===== config.mk =====
export PLATFORM = sky130hd
export DESIGN_NAME = plt_ram
export DESIGN_NICKNAME = d
export VERILOG_FILES = /design/src/design/plt_ram.sv
export SDC_FILE = /design/constraint.sdc
export NUM_CORES = 1
export LEC_CHECK = 0
export ABC_AREA = 0
export ABC_CLOCK_PERIOD_IN_PS = 3000
export BUFFER_PORTS_ARGS = -buffer_cell sky130_fd_sc_hd__buf_2
export CAP_MARGIN = 40
export CELL_PAD_IN_SITES_DETAIL_PLACEMENT = 1
export CELL_PAD_IN_SITES_GLOBAL_PLACEMENT = 2
export CORE_ASPECT_RATIO = 0.7
export CORE_MARGIN = 1
export CORE_UTILIZATION = 50
export CTS_BUF_LIST = sky130_fd_sc_hd__clkbuf_16
export DETAILED_ROUTE_END_ITERATION = 10
export GPL_ROUTABILITY_DRIVEN = 1
export HOLD_SLACK_MARGIN = 0.06
export PLACE_DENSITY_LB_ADDON = 0.1
export SETUP_SLACK_MARGIN = 0.15
export SLEW_MARGIN = 0
export SYNTH_ARGS = -nofsm -noshare
export SYNTH_HDL_FRONTEND = slang
export SYNTH_SLANG_ARGS = --single-unit

===== constraint.sdc =====
create_clock -name i_clk -period 3 [get_ports i_clk]
set_input_delay 0.3 -clock i_clk [delete_from_list [all_inputs] [get_ports i_clk]]
set_output_delay 0.3 -clock i_clk [all_outputs]
set_load 0.02 [all_outputs]

===== src/design/plt_ram.sv =====
`timescale 1ns / 1ps
`default_nettype none
// ----------------------------------------------------------------------------
// plt_ram
// Generic simple dual-port RAM: one write port, one read port with
// registered read data.
// ----------------------------------------------------------------------------
module plt_ram #(
    parameter int unsigned WIDTH = 8,
    parameter int unsigned DEPTH = 32,
    localparam int unsigned AW   = (DEPTH > 1) ? $clog2(DEPTH) : 1
) (
    input  wire logic             i_clk,
    input  wire logic             i_we,
    input  wire logic [AW-1:0]    i_waddr,
    input  wire logic [WIDTH-1:0] i_wdata,
    input  wire logic [AW-1:0]    i_raddr,
    output logic      [WIDTH-1:0] o_rdata
);

    logic [WIDTH-1:0] r_mem [DEPTH];

    always_ff @(posedge i_clk) begin
        if (i_we) begin
            r_mem[i_waddr] <= i_wdata;
        end
        o_rdata <= r_mem[i_raddr];
    end

endmodule
`default_nettype wire


==> results.md <==
- Internal: between 6 and 7 mW
- Synth Area in Adders: 0%
- Commonest non-fill, non-tap cell in the layout: edfxtp_1
- Routability-driven placement congestion ratio: 0.744
- Wire per inst: approximately 29 um
- Slowest cell on crit path: mux4_2
- Iter 0 DRT Violations: 497
- Clock skew: 0.0111 ns
- Post-synthesis sequential area ratio: 78.1%
- # diodes: 0
- FMAX: around 540 MHz
- Synth top area cells: edfxtp_1 (76%), mux4_2 (18%), dfxtp_1 (1.6%)
- Crit path max fanout: 21
- Final hold vios: 0
- Switching Share: 20.2%
- Most frequent cells in the layout: edfxtp_1 (256), mux4_2 (80), nor2_1 (33), buf_4 (33), clkbuf_16 (27)
- DR vias: 4599
- Number of placed I/O pins: 28
- Total CTS buffers: 26
- Setup bufs post-CTS: 0
- Final worst-path cycle share: between 60% and 70%
- Critical Path Start: i_raddr[0]
- Clock network power share: 42.9%
- Max Cap Viol: 0
- H-tree depth: 1
- Synth Instances: 417
- Crit path time final: between 1.5 and 2 ns
- Site Rows: 42
- Fin cells: 772
- Cell area after placement: 10800 um2
- Share of cells above drive strength 1: 38.0%
- Fin. max-slew vios: 0
- Critical path required time: roughly 3.4 ns
- Setup TNS: 0 ns
- Multiplexer share of the synthesized area: 18.8%
- Worst vdd ir: roughly 0.54 mV
- Post-synth top area cell: edfxtp_1
- Setup-failing EPs final: 0
- Post-cts resize count: 0
- Synth Area in Compound Gates: 0%
- Placed Cells: slightly above 700
- Cell mode on critical path: mux4_2
- Total Power: around 7.9 mW
- First-pass GRT wire length: about 33000 um
- Arrival time at the worst endpoint: 2.27 ns
- CP top delay family: multiplexers
- Status: finished clean
- Post-route design area: roughly 12000 um2
- Number of vias per cell: a little under 6
- Port bufs: 27
- Worst-margin pin slew: 0.684 ns
- Netlist Area Pre-Place: about 10000 um2
- Post-Synthesis Mean Instance Area: about 24 um2
- R2R setup slack: around 1.2 ns
- Clk buf depth: 3
- Final ANT Viol Nets: 0
- Share of the synthesized area in the top cell type: 76.5%
- Yosys cell types: 15
- Slew headroom: between 50% and 60%
- Flops & latches, synth: about 260
- Final #Nets: roughly 510
- Drt first pass iters: 4
- Share of total power in combinational logic: roughly 5.2%
- Largest net degree at the start of global routing: 33
- Post-synth net total: between 400 and 500
- Simple-gate share of the synthesized area: approximately 2.1%
- Sink Count: around 260
- Die Ht: 121 um
- CP Class: in2reg
- Synth Area in XOR/XNOR: 0%
- CTS tree: built
- CP cell instances: buf_4, buf_12, mux4_2, mux4_2, mux2_2
- Startpoint Class: input pin
- Main combinational cell family by area after synthesis: multiplexers
- P_sw: approximately 1.6 mW
- Origin of the critical flop-to-flop path: r_mem[9][5]
- Clock-pin slew on the worst setup and hold paths: roughly 0.06 ns
- Sequential power share: 52.0%
- Hold Crit Class: in2reg
- Post-DP HPWL: between 10000 and 15000 um
- FF+latch area: a little under 8000 um2
- RSZ-0062 raised after global routing: no
- Slowest stage delay, CP: between 0.5 and 0.6 ns
- Warnings, synthesis: 0
- Static Leak: 3.76 nW
- Routed WL: approximately 22000 um
- Multi-input logic area: ~2100 um2
- Width of the die: approximately 170 um
- Clk root buf: clkbuf_16
- Worst skew pair latency: 0.53 ns
- Initial antenna violation count: 1
- Initial Utilization: roughly 52%
- Total track usage: 23.2%
- # hold bufs at CTS: 0
- Hold path start: i_raddr[3]
- Core area: around 19000 um2
- Critical Path Sink Type: flip-flop
- Pwr/cell area: between 600 and 700 nW/um2
- Vias in the first global route: 4833
- P&R area growth vs syn: 15.9%
- Residual DRC: 0
- Filler cells: 1566
- Grt total ovfl: 0
- Buf/Inv on CP: 2
- Die ar.: between 20000 and 25000 um2
-- synthesized netlist by cell type, drive strengths merged --
master / n
clkbuf: 6
edfxtp: 256
mux4: 80
nor2: 33
nand3: 2
or3: 1
or3b: 3
buf: 14
dfxtp: 8
nand3b: 5
nand2: 1
mux2: 8
-- registers in the layout (all words and copies together), names as in the netlist --
signal	cells
r_mem	256
o_rdata	8
-- layer usage --
layer	vias up	wire length [um]	GRT usage, %
met2	138	9650	32.6
li1	1922	-	-
met4	0	466	6.03
met3	32	1240	3.44
met1	2507	10900	38.0
met5	-	0	0
-- final timing paths --
kind	depth (start not counted)	endpoint
max reg2reg	3	o_rdata[5]
max	5	o_rdata[3]
min	2	o_rdata[4]
min reg2reg	3	o_rdata[5]
-- kinds of logic after synthesis --
| group | count (synthesis) |
|---|---|
| DFF | 264 |
| buffers and inverters | 20 |
| and+or+nand+nor | 45 |
| muxes | 88 |
-- power groups by stage --
stage	Clock (mW)	Combinational [mW]	Sequential [mW]
2_1_floorplan	0	0.219	4.21
3_3_place_gp	0	0.406	4.20
3_5_place_dp	0	0.416	4.20
4_1_cts	3.46	0.418	4.12
5_1_grt	3.57	0.438	4.12
6_report	3.40	0.409	4.12
-- layout make-up --
class,instances,share of cell area (%)
tap,264,2.83
clock buffer,27,5.80
timing repair buffer,64,4.10
multi-input combinational,133,18.0
clock inverter,20,1.92
sequential,264,67.3
-- per-stage QoR --
step | worst slack, ns | hold slack, ns | utilization [%]
3_3_place_gp | 0.562 | 0.725 | 55.6
4_1_cts | 1.12 | 0.243 | 60.4
2_1_floorplan | 0.898 | 0.399 | -
3_5_place_dp | 0.580 | 0.727 | 55.8
6_report | 1.15 | 0.259 | 60.4
5_1_grt | 1.04 | 0.253 | 60.4
(Power assumes the default switching activity.)
