File: src/design/plt_pkg.sv
`timescale 1ns / 1ps
`default_nettype none
// ----------------------------------------------------------------------------
// plt_pkg
// Shared widths, codes and transfer types of the piecewise linear
// interpolation table.
// ----------------------------------------------------------------------------
package plt_pkg;

    localparam int unsigned VALUE_BITS      = 48;
    // differences of two values need one more bit
    localparam int unsigned DIFF_W          = VALUE_BITS + 1;
    localparam int unsigned MAX_ENTRIES_DEF = 32;
    localparam int unsigned CFG_W           = 6;
    localparam int unsigned INDEX_W         = 5;
    localparam int unsigned STATUS_W        = 2;

    localparam logic OP_WRITE = 1'b0;
    localparam logic OP_QUERY = 1'b1;

    localparam logic [STATUS_W-1:0] ST_INSIDE = 2'd0;
    localparam logic [STATUS_W-1:0] ST_FIRST  = 2'd1;
    localparam logic [STATUS_W-1:0] ST_LAST   = 2'd2;

    typedef struct packed {
        logic                          operation;
        logic [INDEX_W-1:0]            entry_index;
        logic signed [VALUE_BITS-1:0]  entry_key;
        logic signed [VALUE_BITS-1:0]  entry_value;
        logic signed [VALUE_BITS-1:0]  query_key;
    } t_plt_in;

    typedef struct packed {
        logic signed [VALUE_BITS-1:0]  interp_value;
        logic [STATUS_W-1:0]           clamp_status;
    } t_plt_out;

endpackage
`default_nettype wire

File: src/design/plt_muldiv.sv
`timescale 1ns / 1ps
`default_nettype none
// ----------------------------------------------------------------------------
// plt_muldiv
// Unsigned (a*b)/d: four half-width partial products accumulated in turn,
// then a restoring division one quotient bit per cycle.
// The quotient must fit DIFF_W bits, i.e. a*b < d * 2**DIFF_W.
// ----------------------------------------------------------------------------
module plt_muldiv
    import plt_pkg::*;
(
    input  wire logic              i_clk,
    input  wire logic              i_rst_n,
    input  wire logic              i_start,
    input  wire logic [DIFF_W-1:0] i_mcand,
    input  wire logic [DIFF_W-1:0] i_mplier,
    input  wire logic [DIFF_W-1:0] i_divisor,
    output logic                   o_done,
    output logic      [DIFF_W-1:0] o_quot
);

    localparam int unsigned HW   = (DIFF_W + 1) / 2;
    localparam int unsigned PW   = 2 * DIFF_W;
    localparam int unsigned CW   = ($clog2(DIFF_W + 1) > 3) ? $clog2(DIFF_W + 1) : 3;
    localparam int unsigned MUL_LAST = 4;

    typedef enum logic [1:0] {
        M_IDLE,
        M_MUL,
        M_DIV
    } t_mstate;

    t_mstate            r_state;
    logic [CW-1:0]      r_cnt;
    logic [2*HW-1:0]    r_pp;
    logic [1:0]         r_pp_sel;
    logic [PW-1:0]      r_acc;
    logic [DIFF_W-1:0]  r_rem;
    logic [DIFF_W-1:0]  r_lo;
    logic               r_done;

    logic [HW-1:0]      a_lo, a_hi, b_lo, b_hi, a_sel, b_sel;
    logic [2*HW-1:0]    pp;
    logic [PW-1:0]      pp_placed;
    logic [PW-1:0]      acc_sum;
    logic [DIFF_W:0]    trial;
    logic               ge;
    logic [DIFF_W:0]    trial_diff;

    always_comb begin
        a_lo  = i_mcand[HW-1:0];
        a_hi  = HW'(i_mcand[DIFF_W-1:HW]);
        b_lo  = i_mplier[HW-1:0];
        b_hi  = HW'(i_mplier[DIFF_W-1:HW]);
        a_sel = r_cnt[1] ? a_hi : a_lo;
        b_sel = r_cnt[0] ? b_hi : b_lo;
        pp    = a_sel * b_sel;

        case (r_pp_sel)
            2'd0:    pp_placed = PW'(r_pp);
            2'd1,
            2'd2:    pp_placed = PW'(r_pp) << HW;
            2'd3:    pp_placed = PW'(r_pp) << (2 * HW);
            default: pp_placed = '0;
        endcase
        acc_sum = r_acc + pp_placed;

        trial      = {r_rem, r_lo[DIFF_W-1]};
        ge         = (trial >= {1'b0, i_divisor});
        trial_diff = trial - {1'b0, i_divisor};
    end

    always_ff @(posedge i_clk) begin
        if (!i_rst_n) begin
            r_state <= M_IDLE;
            r_done  <= 1'b0;
        end else begin
            r_done <= 1'b0;
            case (r_state)
                M_IDLE: begin
                    if (i_start) begin
                        r_cnt   <= '0;
                        r_acc   <= '0;
                        r_state <= M_MUL;
                    end
                end
                M_MUL: begin
                    r_pp     <= pp;
                    r_pp_sel <= r_cnt[1:0];
                    // the previous cycle's partial product is summed here
                    if (r_cnt != '0) begin
                        r_acc <= acc_sum;
                    end
                    if (r_cnt == CW'(MUL_LAST)) begin
                        r_rem   <= acc_sum[PW-1:DIFF_W];
                        r_lo    <= acc_sum[DIFF_W-1:0];
                        r_cnt   <= '0;
                        r_state <= M_DIV;
                    end else begin
                        r_cnt <= r_cnt + CW'(1);
                    end
                end
                M_DIV: begin
                    r_rem <= ge ? trial_diff[DIFF_W-1:0] : trial[DIFF_W-1:0];
                    r_lo  <= {r_lo[DIFF_W-2:0], ge};
                    if (r_cnt == CW'(DIFF_W - 1)) begin
                        r_done  <= 1'b1;
                        r_state <= M_IDLE;
                    end else begin
                        r_cnt <= r_cnt + CW'(1);
                    end
                end
                default: begin
                    r_state <= M_IDLE;
                end
            endcase
        end
    end

    assign o_done = r_done;
    assign o_quot = r_lo;

endmodule
`default_nettype wire

File: config.mk
export PLATFORM = sky130hd
export DESIGN_NAME = plt_muldiv
export DESIGN_NICKNAME = d
export VERILOG_FILES = /design/src/design/plt_pkg.sv /design/src/design/plt_muldiv.sv
export SDC_FILE = /design/constraint.sdc
export NUM_CORES = 2
export LEC_CHECK = 0
export BUFFER_PORTS_ARGS = -buffer_cell sky130_fd_sc_hd__buf_2
export CORE_MARGIN = 2
export CORE_UTILIZATION = 62
export CTS_CLUSTER_DIAMETER = 120
export DETAILED_ROUTE_END_ITERATION = 8
export PLACE_DENSITY = 0.8
export SLEW_MARGIN = 10
export SYNTH_ARGS = -nofsm -noshare
export SYNTH_HDL_FRONTEND = slang
export SYNTH_SLANG_ARGS = --single-unit
File: constraint.sdc
create_clock -name i_clk -period 14.4 [get_ports i_clk]
set_clock_uncertainty 0.15 [all_clocks]
set_input_delay 2.88 -clock i_clk [delete_from_list [all_inputs] [get_ports i_clk]]
set_output_delay 2.88 -clock i_clk [all_outputs]
set_load 0.02 [all_outputs]
==> run metrics <==
run status finished clean; Most common cell on crit path fa_1; largest net degree at the start of global routing 93; final setup TNS 0 ns; Max Cap Viol 0; Commonest cells post-synth 705 x inv_1, 551 x nor2_1, 547 x nand2_1, 528 x fa_1, 340 x ha_1; Buffers & Inverters on Critical Path 5; Syn Area/Cell between 8 and 9 um2; core area 64600 um2; worst-path fanout max 14; PortBufs slightly below 200; grt ovf 0; DR pass1 iterations 8; mux share of post-synthesis cell area 0.0297; cts repair resizes 0; initial antenna violation count 1; first-pass GRT wire length ~190000 um; nets 5723; flops & latches, synth approximately 260; Top delay family on crit path adder cells; GP Congestion roughly 1.0; largest buffer count on any clock path 3; die height between 200 and 300 um; Setup violations, final 0; htree depth 1; fmax roughly 0.094 GHz; crit share post-route 0.741; startpoint types primary input; vias in the first global route between 30k and 40k; CP Capture Type flop; Distinct cells, synth roughly 80; CTS Root Cell clkbuf_16; Detailed Route WL ~130000 um; Post-Syn Instances ~4.6k; slew margin rel. 0.205; layout cells sized above 1 0.0832; Final ANT Viol Nets 0; DRC viols 0; ranking of synthesized cells by area fa_1 26%, edfxtp_1 19%, ha_1 11%; Clock transition at path regs 0.07 ns; Data required, critical path roughly 15 ns; synth warn 0; Post-synth EDFFs around 250; initial drt markers ~3.2k; area leader, netlist fa_1; critical path's largest stage delay about 0.87 ns; Slew Viols, Final 0; area of the mapped netlist approximately 41000 um2; CTS tree yes; post-synthesis simple-gate area fraction 0.154; Worst-Skew Late Latency slightly below 0.6 ns; Syn Nets about 5.7k; Post-Synth XOR/XNOR Area 0.0413; die width around 260 um; Syn-to-layout area delta 6.30%; Num CTS Buffers 25; Slew @ Worst Pin approximately 1.2 ns; post-synthesis compound-gate area fraction 0.132; sequential share of the synthesized area 0.190; most common flop cell mapped by yosys edfxtp_1; CP arrival ~11 ns; initial core utilization 0.627; DIE AREA a little under 70000 um2; vias per cell between 6 and 7; average wire per standard cell ~22 um; clock sink count around 260; Setup Fix Bufs, Post-CTS 0; CTS Hold Bufs 0; Final Hold Fails 0; top cell type's share of synthesized area 0.261; hpwl dp 99100 um; Worst path slowest cell mux2i_2; RSZ-0062 raised after global routing no; Synth Area in Adders 0.366; largest family of logic cells by synthesized area adder cells; I/O Pins 200; Period minus WS final 10.67 ns; row cnt 93; vias 34.3k; top-count cell post-synth inv_1; Hold/Removal Path Class flop to flop; Worst Setup Path Type primary input to flop; all-layer global routing usage 0.372; Async SR Flop Fraction 0
metrics by stage:
step / instances / worst slack [ns] / util / instance area, um2 / hold slack [ns]
6_report: 5580 / 3.73 / 0.667 / 43100 / 0.392
4_1_cts: 5579 / 3.86 / 0.667 / 43100 / 0.394
3_3_place_gp: 5533 / 3.49 / 0.653 / 42200 / 0.378
3_5_place_dp: 5533 / 3.27 / 0.653 / 42200 / 0.384
2_1_floorplan: 4649 / 3.38 / - / 40500 / 0.302
5_1_grt: 5579 / 3.25 / 0.667 / 43100 / 0.433
layout make-up:
cell class / count / area [um2]
Clock buffer: 26 / 629
Inverter: 706 / 2650
Tap cell: 855 / 1070
Fill cell: 5373 / 21500
Timing Repair Buffer: 253 / 1400
Multi-Input combinational cell: 3462 / 29400
Sequential cell: 257 / 7690
Antenna cell: 1 / 2.50
Clock inverter: 20 / 226
cells by family after synthesis:
kind of cell | Yosys count
compound gates | 849
xor+xnor | 191
fa+ha+maj | 868
buf+inv | 930
flops | 257
mux | 114
simple gates | 1440
worst min-delay path: cells and delay by family (launching register included):
family / cells / cell delay (ns)
AOI/OAI and AO/OA: 1 / 0.06
and+or+nand+nor: 1 / 0.05
DFF: 1 / 0.34
layer usage:
layer	track usage	part of all wire
met2	0.605	0.46
met5	0	0
met3	0.0601	0.092
met1	0.454	0.36
met4	0.263	0.087
cells in the final DEF, fill, tap and decap left out, types with 15 or more instances in the layout:
cell type  netlist  routed
a211oi_1        17      16
a21o_1         116     116
a21oi_1        264     264
a22o_1          25      25
a31oi_1         25      25
and2_1          89      88
and3_1          24      23
buf_2           18     199
buf_4            2      54
clkbuf_16        0      25
edfxtp_1       254     254
fa_1           528     528
ha_1           340     338
inv_1          705     704
mux2_2          51      51
mux2i_1         63      48
mux2i_2          0      15
nand2_1        547     547
nand2b_1        36      36
nand3_1         34      34
nand4_1         62      62
nor2_1         551     550
nor2b_1         23      23
nor3_1          27      27
o211ai_1        23      23
o21a_1          24      24
o21ai_0        201     201
o21bai_1        47      47
xnor2_1        119     119
xor2_1          72      72
worst paths after layout:
check | start | slack (ns) | depth (start not counted) | to
worst min-delay path | o_quot[23]$_DFFE_PP_ | 0.39 | 2 | o_quot[24]$_DFFE_PP_
worst min register to register | o_quot[23]$_DFFE_PP_ | 0.39 | 2 | o_quot[24]$_DFFE_PP_
worst max-delay path | i_mcand[31] | 3.73 | 25 | r_pp[48]$_DFFE_PP_
worst max register to register | r_cnt[1]$_DFFE_PP_ | 4.88 | 25 | r_pp[48]$_DFFE_PP_
registers in the layout, summed over array words and instances, names as in the netlist:
register	count
o_done	1
o_quot	49
r_acc	98
r_cnt	6
r_pp	50
r_pp_sel	2
r_rem	49
r_state	2
Power is not shown: default switching activity piles up to over one toggle a cycle in this logic, so the estimate is an artifact.
